`src/design/zcs_pkg.sv`:
```
`timescale 1ns / 1ps
`default_nettype none
// ----------------------------------------------------------------------------
// zcs_pkg
// Shared constants and lane control types for the z-score standardizer.
// ----------------------------------------------------------------------------
package zcs_pkg;

  localparam int MAX_SAMPLES = 64;
  localparam int IDX_W  = $clog2(MAX_SAMPLES);
  localparam int CNT_W  = $clog2(MAX_SAMPLES + 1);
  localparam int DATA_W = 16;
  localparam int TOT_W  = 22;   // running sum per channel
  localparam int MEAN_W = 25;   // mean, Q.8
  localparam int DEV_W  = 26;   // deviation, Q.8
  localparam int SQ_W   = 2 * DEV_W;
  localparam int SS_W   = 56;   // sum of squares, Q.16
  localparam int DVD_W  = 64;   // divider dividend / quotient
  localparam int DSR_W  = 32;   // divider divisor
  localparam int STD_W  = 32;

  localparam logic signed [DATA_W-1:0] SAT_MAX = 16'sh7FFF;
  localparam logic signed [DATA_W-1:0] SAT_MIN = 16'sh8000;

  typedef struct packed {
    logic wr;    // store one sample beat
    logic go;    // set complete, start statistics
    logic req;   // scale the sample at the given index
    logic clr;   // set done, back to loading
  } lane_cmd_t;

  typedef struct packed {
    logic ready;  // statistics done and no scale in flight
    logic zero;   // channel outputs zero (n < 2 or zero deviation)
  } lane_sts_t;

endpackage
`default_nettype wire

```
`src/design/zcs_div.sv`:
```
`timescale 1ns / 1ps
`default_nettype none
// ----------------------------------------------------------------------------
// zcs_div
// Unsigned restoring divider, one quotient bit per cycle.
// ----------------------------------------------------------------------------
module zcs_div (
  input  wire logic                       clk_i,
  input  wire logic                       rst_ni,
  input  wire logic                       start_i,
  input  wire logic [zcs_pkg::DVD_W-1:0]  dividend_i,
  input  wire logic [zcs_pkg::DSR_W-1:0]  divisor_i,
  output logic      [zcs_pkg::DVD_W-1:0]  quotient_o,
  output logic                            done_o
);

  localparam int CW = $clog2(zcs_pkg::DVD_W);

  logic                      run_q, run_d;
  logic [CW-1:0]             cnt_q, cnt_d;
  logic [zcs_pkg::DVD_W-1:0] dvd_q, dvd_d;
  logic [zcs_pkg::DSR_W-1:0] rem_q, rem_d;
  logic [zcs_pkg::DSR_W-1:0] dsr_q, dsr_d;
  logic                      done_q, done_d;
  logic [zcs_pkg::DSR_W:0]   rem_sh;
  logic                      qbit;

  always_comb begin
    rem_sh = {rem_q, dvd_q[zcs_pkg::DVD_W-1]};
    qbit   = (rem_sh >= {1'b0, dsr_q});
    run_d  = run_q;
    cnt_d  = cnt_q;
    dvd_d  = dvd_q;
    rem_d  = rem_q;
    dsr_d  = dsr_q;
    done_d = 1'b0;
    if (start_i) begin
      run_d = 1'b1;
      cnt_d = '0;
      dvd_d = dividend_i;
      rem_d = '0;
      dsr_d = divisor_i;
    end else if (run_q) begin
      rem_d = qbit ? zcs_pkg::DSR_W'(rem_sh - {1'b0, dsr_q})
                   : rem_sh[zcs_pkg::DSR_W-1:0];
      dvd_d = {dvd_q[zcs_pkg::DVD_W-2:0], qbit};
      cnt_d = cnt_q + 1'b1;
      if (cnt_q == CW'(zcs_pkg::DVD_W - 1)) begin
        run_d  = 1'b0;
        done_d = 1'b1;
      end
    end
  end

  always_ff @(posedge clk_i or negedge rst_ni) begin
    if (!rst_ni) begin
      run_q  <= 1'b0;
      cnt_q  <= '0;
      done_q <= 1'b0;
    end else begin
      run_q  <= run_d;
      cnt_q  <= cnt_d;
      done_q <= done_d;
    end
  end

  always_ff @(posedge clk_i) begin
    dvd_q <= dvd_d;
    rem_q <= rem_d;
    dsr_q <= dsr_d;
  end

  assign quotient_o = dvd_q;
  assign done_o     = done_q;

endmodule
`default_nettype wire

```
`src/design/zcs_lane.sv`:
```
`timescale 1ns / 1ps
`default_nettype none
// ----------------------------------------------------------------------------
// zcs_lane
// One channel: sample store, running sum, mean, sample deviation and the
// per-sample scaling, all sequenced around one shared divider.
// ----------------------------------------------------------------------------
module zcs_lane (
  input  wire logic                               clk_i,
  input  wire logic                               rst_ni,
  input  wire zcs_pkg::lane_cmd_t                 cmd_i,
  input  wire logic        [zcs_pkg::IDX_W-1:0]   wr_addr_i,
  input  wire logic signed [zcs_pkg::DATA_W-1:0]  wr_data_i,
  input  wire logic        [zcs_pkg::CNT_W-1:0]   n_i,
  input  wire logic        [zcs_pkg::IDX_W-1:0]   rd_idx_i,
  output zcs_pkg::lane_sts_t                      sts_o,
  output logic signed      [zcs_pkg::DATA_W-1:0]  scaled_o
);

  typedef enum logic [14:0] {
    S_IDLE    = 15'b000000000000001,
    S_MEAN_ST = 15'b000000000000010,
    S_MEAN_W  = 15'b000000000000100,
    S_SS_RD   = 15'b000000000001000,
    S_SS_DIFF = 15'b000000000010000,
    S_SS_SQ   = 15'b000000000100000,
    S_SS_ACC  = 15'b000000001000000,
    S_VAR_ST  = 15'b000000010000000,
    S_VAR_W   = 15'b000000100000000,
    S_SQRT    = 15'b000001000000000,
    S_READY   = 15'b000010000000000,
    S_SC_RD   = 15'b000100000000000,
    S_SC_DIFF = 15'b001000000000000,
    S_SC_ST   = 15'b010000000000000,
    S_SC_W    = 15'b100000000000000
  } lane_state_e;

  lane_state_e state_q, state_d;

  logic signed [zcs_pkg::DATA_W-1:0] mem_q [zcs_pkg::MAX_SAMPLES];
  logic signed [zcs_pkg::DATA_W-1:0] rd_q;

  logic signed [zcs_pkg::TOT_W-1:0]  tot_q, tot_d;
  logic        [zcs_pkg::CNT_W-1:0]  n_q, n_d;
  logic        [zcs_pkg::IDX_W-1:0]  ptr_q, ptr_d;
  logic                              zero_q, zero_d;
  logic signed [zcs_pkg::MEAN_W-1:0] mean_q, mean_d;
  logic signed [zcs_pkg::DEV_W-1:0]  dev_q, dev_d;
  logic signed [zcs_pkg::SQ_W-1:0]   sq_q, sq_d;
  logic        [zcs_pkg::SS_W-1:0]   ss_q, ss_d;
  logic        [zcs_pkg::DVD_W-1:0]  sx_q, sx_d, sr_q, sr_d, sb_q, sb_d;
  logic        [zcs_pkg::STD_W-1:0]  std_q, std_d;
  logic signed [zcs_pkg::DATA_W-1:0] res_q, res_d;

  logic        [zcs_pkg::TOT_W-1:0]  tot_mag;
  logic        [zcs_pkg::DEV_W-1:0]  dev_mag;
  logic        [zcs_pkg::DVD_W-1:0]  sq_t, sr_new;
  logic        [zcs_pkg::MEAN_W-1:0] mean_mag;
  logic                              div_start, div_done;
  logic        [zcs_pkg::DVD_W-1:0]  div_dvd, div_quo;
  logic        [zcs_pkg::DSR_W-1:0]  div_dsr;

  zcs_div u_div (
    .clk_i      (clk_i),
    .rst_ni     (rst_ni),
    .start_i    (div_start),
    .dividend_i (div_dvd),
    .divisor_i  (div_dsr),
    .quotient_o (div_quo),
    .done_o     (div_done)
  );

  // sample store: one write port, one registered read port
  always_ff @(posedge clk_i) begin
    if (cmd_i.wr) begin
      mem_q[wr_addr_i] <= wr_data_i;
    end
    rd_q <= mem_q[ptr_q];
  end

  always_comb begin
    tot_mag  = tot_q[zcs_pkg::TOT_W-1] ? zcs_pkg::TOT_W'(-tot_q) : tot_q;
    dev_mag  = dev_q[zcs_pkg::DEV_W-1] ? zcs_pkg::DEV_W'(-dev_q) : dev_q;
    mean_mag = div_quo[zcs_pkg::MEAN_W-1:0];
    sq_t     = sr_q + sb_q;
    sr_new   = (sx_q >= sq_t) ? (sr_q >> 1) + sb_q : (sr_q >> 1);
    div_start = (state_q == S_MEAN_ST) || (state_q == S_VAR_ST) || (state_q == S_SC_ST);
    unique case (state_q)
      S_MEAN_ST: begin
        div_dvd = {34'd0, tot_mag, 8'd0};
        div_dsr = {25'd0, n_q};
      end
      S_VAR_ST: begin
        div_dvd = {ss_q, 8'd0};
        div_dsr = {25'd0, n_q - 7'd1};
      end
      default: begin
        div_dvd = {23'd0, dev_mag[zcs_pkg::DEV_W-2:0], 16'd0};
        div_dsr = std_q;
      end
    endcase
  end

  always_comb begin
    state_d = state_q;
    tot_d   = tot_q;
    n_d     = n_q;
    ptr_d   = ptr_q;
    zero_d  = zero_q;
    mean_d  = mean_q;
    dev_d   = {{2{rd_q[zcs_pkg::DATA_W-1]}}, rd_q, 8'd0} - {mean_q[zcs_pkg::MEAN_W-1], mean_q};
    sq_d    = dev_q * dev_q;
    ss_d    = ss_q;
    sx_d    = sx_q;
    sr_d    = sr_q;
    sb_d    = sb_q;
    std_d   = std_q;
    res_d   = res_q;
    unique case (state_q)
      S_IDLE: begin
        if (cmd_i.wr) begin
          tot_d = tot_q + zcs_pkg::TOT_W'(wr_data_i);
        end
        if (cmd_i.go) begin
          n_d   = n_i;
          ptr_d = '0;
          ss_d  = '0;
          res_d = '0;
          if (n_i < 7'd2) begin
            zero_d  = 1'b1;
            state_d = S_READY;
          end else begin
            zero_d  = 1'b0;
            state_d = S_MEAN_ST;
          end
        end
      end
      S_MEAN_ST: state_d = S_MEAN_W;
      S_MEAN_W: begin
        if (div_done) begin
          mean_d  = tot_q[zcs_pkg::TOT_W-1] ? zcs_pkg::MEAN_W'(-mean_mag) : mean_mag;
          state_d = S_SS_RD;
        end
      end
      S_SS_RD:   state_d = S_SS_DIFF;
      S_SS_DIFF: state_d = S_SS_SQ;
      S_SS_SQ:   state_d = S_SS_ACC;
      S_SS_ACC: begin
        ss_d = ss_q + {4'd0, sq_q};
        if ({1'b0, ptr_q} == n_q - 7'd1) begin
          state_d = S_VAR_ST;
        end else begin
          ptr_d   = ptr_q + 1'b1;
          state_d = S_SS_RD;
        end
      end
      S_VAR_ST: state_d = S_VAR_W;
      S_VAR_W: begin
        if (div_done) begin
          sx_d    = div_quo;
          sr_d    = '0;
          sb_d    = 64'd1 << 62;
          state_d = S_SQRT;
        end
      end
      S_SQRT: begin
        // bitwise integer square root, two radicand bits per step
        if (sx_q >= sq_t) begin
          sx_d = sx_q - sq_t;
        end
        sr_d = sr_new;
        sb_d = sb_q >> 2;
        if (sb_q[0]) begin
          std_d   = sr_new[zcs_pkg::STD_W-1:0];
          zero_d  = (sr_new == '0);
          state_d = S_READY;
        end
      end
      S_READY: begin
        if (cmd_i.clr) begin
          tot_d   = '0;
          state_d = S_IDLE;
        end else if (cmd_i.req && !zero_q) begin
          ptr_d   = rd_idx_i;
          state_d = S_SC_RD;
        end
      end
      S_SC_RD:   state_d = S_SC_DIFF;
      S_SC_DIFF: state_d = S_SC_ST;
      S_SC_ST:   state_d = S_SC_W;
      S_SC_W: begin
        if (div_done) begin
          if (dev_q[zcs_pkg::DEV_W-1]) begin
            res_d = (div_quo > 64'd32768) ? zcs_pkg::SAT_MIN
                                          : zcs_pkg::DATA_W'(-div_quo[zcs_pkg::DATA_W-1:0]);
          end else begin
            res_d = (div_quo > 64'd32767) ? zcs_pkg::SAT_MAX
                                          : div_quo[zcs_pkg::DATA_W-1:0];
          end
          state_d = S_READY;
        end
      end
      default: state_d = S_IDLE;
    endcase
  end

  always_ff @(posedge clk_i or negedge rst_ni) begin
    if (!rst_ni) begin
      state_q <= S_IDLE;
      tot_q   <= '0;
      zero_q  <= 1'b0;
    end else begin
      state_q <= state_d;
      tot_q   <= tot_d;
      zero_q  <= zero_d;
    end
  end

  always_ff @(posedge clk_i) begin
    n_q    <= n_d;
    ptr_q  <= ptr_d;
    mean_q <= mean_d;
    dev_q  <= dev_d;
    sq_q   <= sq_d;
    ss_q   <= ss_d;
    sx_q   <= sx_d;
    sr_q   <= sr_d;
    sb_q   <= sb_d;
    std_q  <= std_d;
    res_q  <= res_d;
  end

  assign sts_o.ready = (state_q == S_READY);
  assign sts_o.zero  = zero_q;
  assign scaled_o    = zero_q ? '0 : res_q;

endmodule
`default_nettype wire

```
`config.mk`:
```
export PLATFORM = sky130hd
export DESIGN_NAME = zcs_lane
export DESIGN_NICKNAME = d
export VERILOG_FILES = /design/src/design/zcs_pkg.sv /design/src/design/zcs_div.sv /design/src/design/zcs_lane.sv
export SDC_FILE = /design/constraint.sdc
export NUM_CORES = 2
export LEC_CHECK = 0
export ABC_AREA = 1
export BUFFER_PORTS_ARGS = -buffer_cell sky130_fd_sc_hd__buf_2
export CAP_MARGIN = 15
export CORE_UTILIZATION = 45
export CTS_CLUSTER_DIAMETER = 50
export CTS_CLUSTER_SIZE = 28
export DETAILED_ROUTE_END_ITERATION = 6
export GPL_ROUTABILITY_DRIVEN = 0
export PLACE_DENSITY = 0.65
export RECOVER_POWER = 25
export SYNTH_ARGS = -nofsm -noshare
export SYNTH_HDL_FRONTEND = slang
export SYNTH_SLANG_ARGS = --single-unit
export TNS_END_PERCENT = 20
```
`constraint.sdc`:
```
create_clock -name clk_i -period 11.19 [get_ports clk_i]
set_input_delay 2.238 -clock clk_i [delete_from_list [all_inputs] [get_ports clk_i]]
set_output_delay 2.238 -clock clk_i [all_outputs]
set_load 0.05 [all_outputs]
```
==> results.toml <==
[floorplan]
start_util_pct = 45.3
fp.dieW_um = 483
rows = 176
dieArea_um2 = 233000
dieHeight_um = 483
io-pin-count = 59
core_um2 = 230000

[grt]
grt_overflow = 0
grt_pass1_vias = 78800
antenna_found_initial = 23
grt_max_degree = 193
grt_pass1_wl_um = 472000
track_usage_pct = 26.2

[final_layout]
drive_gt1_share_pct = 4.58
synthToLayoutAreaGrowth_pct = 8.51
fin_cells = 14300
finish.net_count = 12300

[synth]
ys_seq_elements = 1593
synth_nets = 12300
yosysSeqAreaShare_pct = 44.5
synth_warnings = 0
yosys-top-cells-count = "nand2_1 (1841), inv_1 (1818), edfxtp_1 (1422), nor2_1 (1346), o21ai_0 (930)"
post-synth-top-count-cell = "nand2_1"
yosysTopAreaCell = "edfxtp_1"
syn_area_um2 = 104000
syn-instance-count = 11200
synth_edf_count = 1422
async_reset_ff_share_pct = 2.89
yosysTopAreaCellShare_pct = 41.0
ys_types = 74
synthFlopType = "edfxtp_1"
syn_avg_cell_area_um2 = 9.29
yosys-top-cells-area = "edfxtp_1 (41%), fa_1 (13%), nand2_1 (6.6%)"

[flow_run]
maxCapViolations = 22

[routing]
first_pass_iters = 7
vias = 81700
ant_nets = 0
drt_iter0_drc = 9696
avgViaCountPerCell = 5.71
drc_errors = 0
wl_per_cell_um = 21.7
wl_um = 311000

[sta]
drv_slew = 1051
setup_viol = 0
finalHoldViolCount = 0
worst_pin_slew_ns = 3.54
finalSetupTns_ns = 0
min_period_ns = 8.47
fin_crit_sh_pct = 75.7
finClkSkew_ns = 0.0429
max_freq_ghz = 0.118
relSlewSlack_pct = -136
rsz0062_at_grt = "false"

[status]
status = "finished, violations left"
violations = "capacitance limit, slew limit"

[critical_path]
cp.arrival_ns = 9.17
r2r-start = "dev_q[0]"
cp-start-kind = "flip-flop"
reg2reg_slack_ns = 2.72
crit_path_end_kind = "flip-flop"
startpoint = "dev_q[0]"
path_class = "flip-flop to flip-flop"
crit_fanout = 29
cp_data_required_time_ns = 11.89

[clock_network]
cts_made_buffers = 143
cts_root_buf = "clkbuf_16"
clk-insertion-delay-late_ns = 0.84
clock-sinks = 1593
clkTransAtPathRegs_ns = 0.07
cts_hold_buf = 0
cts_tree = "done"
htree_levels = 4
ctsResizeCount = 0
clock_path_buffers = 3
post_cts_buffers = 0

[place]
port-buffer-count = 58
dpl.hpwl_um = 221000
placedCellCount = 14000

[worst_hold_path]
holdCritPathClass = "flip-flop to flip-flop"
hp-start = "mean_q[0]"
-- critical path, cell delays in order, from the launching register on --
cell	delay, ns
dfxtp_1	0.30
clkbuf_1	1.33
nand2_1	0.12
inv_1	0.16
ha_1	0.28
fa_1	0.62
fa_1	1.06
inv_1	0.56
fa_1	0.63
inv_1	0.05
fa_1	0.47
inv_1	0.05
fa_1	0.53
inv_1	0.04
ha_1	0.35
nand2_1	0.17
nor2_1	0.14
inv_1	0.08
nor2_1	0.13
nand3_1	0.10
o221ai_1	0.51
nand2_1	0.25
nand2_1	0.17
a21oi_1	0.09
xnor2_1	0.13
-- cell families after synthesis --
family / after synthesis / share of synthesized area, %
compound gates: 2041 / 11.5
flops: 1593 / 44.5
xor+xnor: 308 / 2.59
buf+inv: 2260 / 8.21
fa+ha+maj: 1079 / 17.8
simple gates: 3937 / 15.4
-- sequential cells by signal, indices dropped and copies added (netlist names), 22 cells and up --
name / flops
dev_q: 26
mean_q: 25
mem_q: 1024
sb_q: 32
sq_q: 51
sr_q: 64
ss_q: 56
std_q: 32
sx_q: 64
tot_q: 22
u_div.dsr_q: 32
u_div.quotient_o: 64
u_div.rem_q: 32
-- metrics by stage --
step	setup WS [ns]	hold slack [ns]	util, %	instance area, µm²
2_1_floorplan	3.92	0.353	-	104000
3_3_place_gp	3.46	0.432	46.9	108000
3_5_place_dp	3.64	0.426	46.9	108000
4_1_cts	3.63	0.437	49.2	113000
5_1_grt	2.33	0.450	49.1	113000
6_report	2.72	0.424	49.1	113000
-- area by class of cell --
class                           count  area [µm²]
Antenna cell                        6        15.0
Clock buffer                      156        3710
Clock inverter                    110        1450
Fill cell                       20900      117000
Inverter                         1841        6930
Multi-Input combinational cell   7365       49300
Sequential cell                  1593       46400
Tap cell                         3026        3790
Timing Repair Buffer              220        1490
-- cells in the final DEF, fill, tap and decap left out, types with 31 or more instances in the layout --
cell,n
nand2_1,1839
inv_1,1814
edfxtp_1,1422
nor2_1,1342
o21ai_0,930
fa_1,667
a21oi_1,499
nand3_1,477
ha_1,412
o221ai_1,268
xor2_1,179
clkbuf_16,147
buf_4,135
xnor2_1,129
dfxtp_1,124
nand4_1,87
nor3_1,78
a31oi_1,71
o211ai_1,47
clkbuf_1,46
dfrtp_1,45
buf_2,42
o21a_1,31
-- per-layer routing --
layer	vias up	part of all wire (%)	wire [µm]	track usage [%]
met1	39800	41	127000	35.9
met2	3966	45	140000	40.9
met4	26	4.0	12400	9.70
met5	-	0.059	185	0
li1	37300	-	-	-
met3	629	10	31800	5.73
-- path summary, 6_finish.rpt --
kind | end | depth (start not counted)
min | dev_q[0] | 0
min reg2reg | dev_q[0] | 0
min in group asynchronous | u_div.done_o | 2
max reg2reg | sq_q[47] | 24
max in group asynchronous | tot_q[12] | 2
max | sq_q[47] | 24
Power is left out: the tool's default activity adds up to more than one toggle a clock period on the data nets, which glitch-free logic cannot reach.
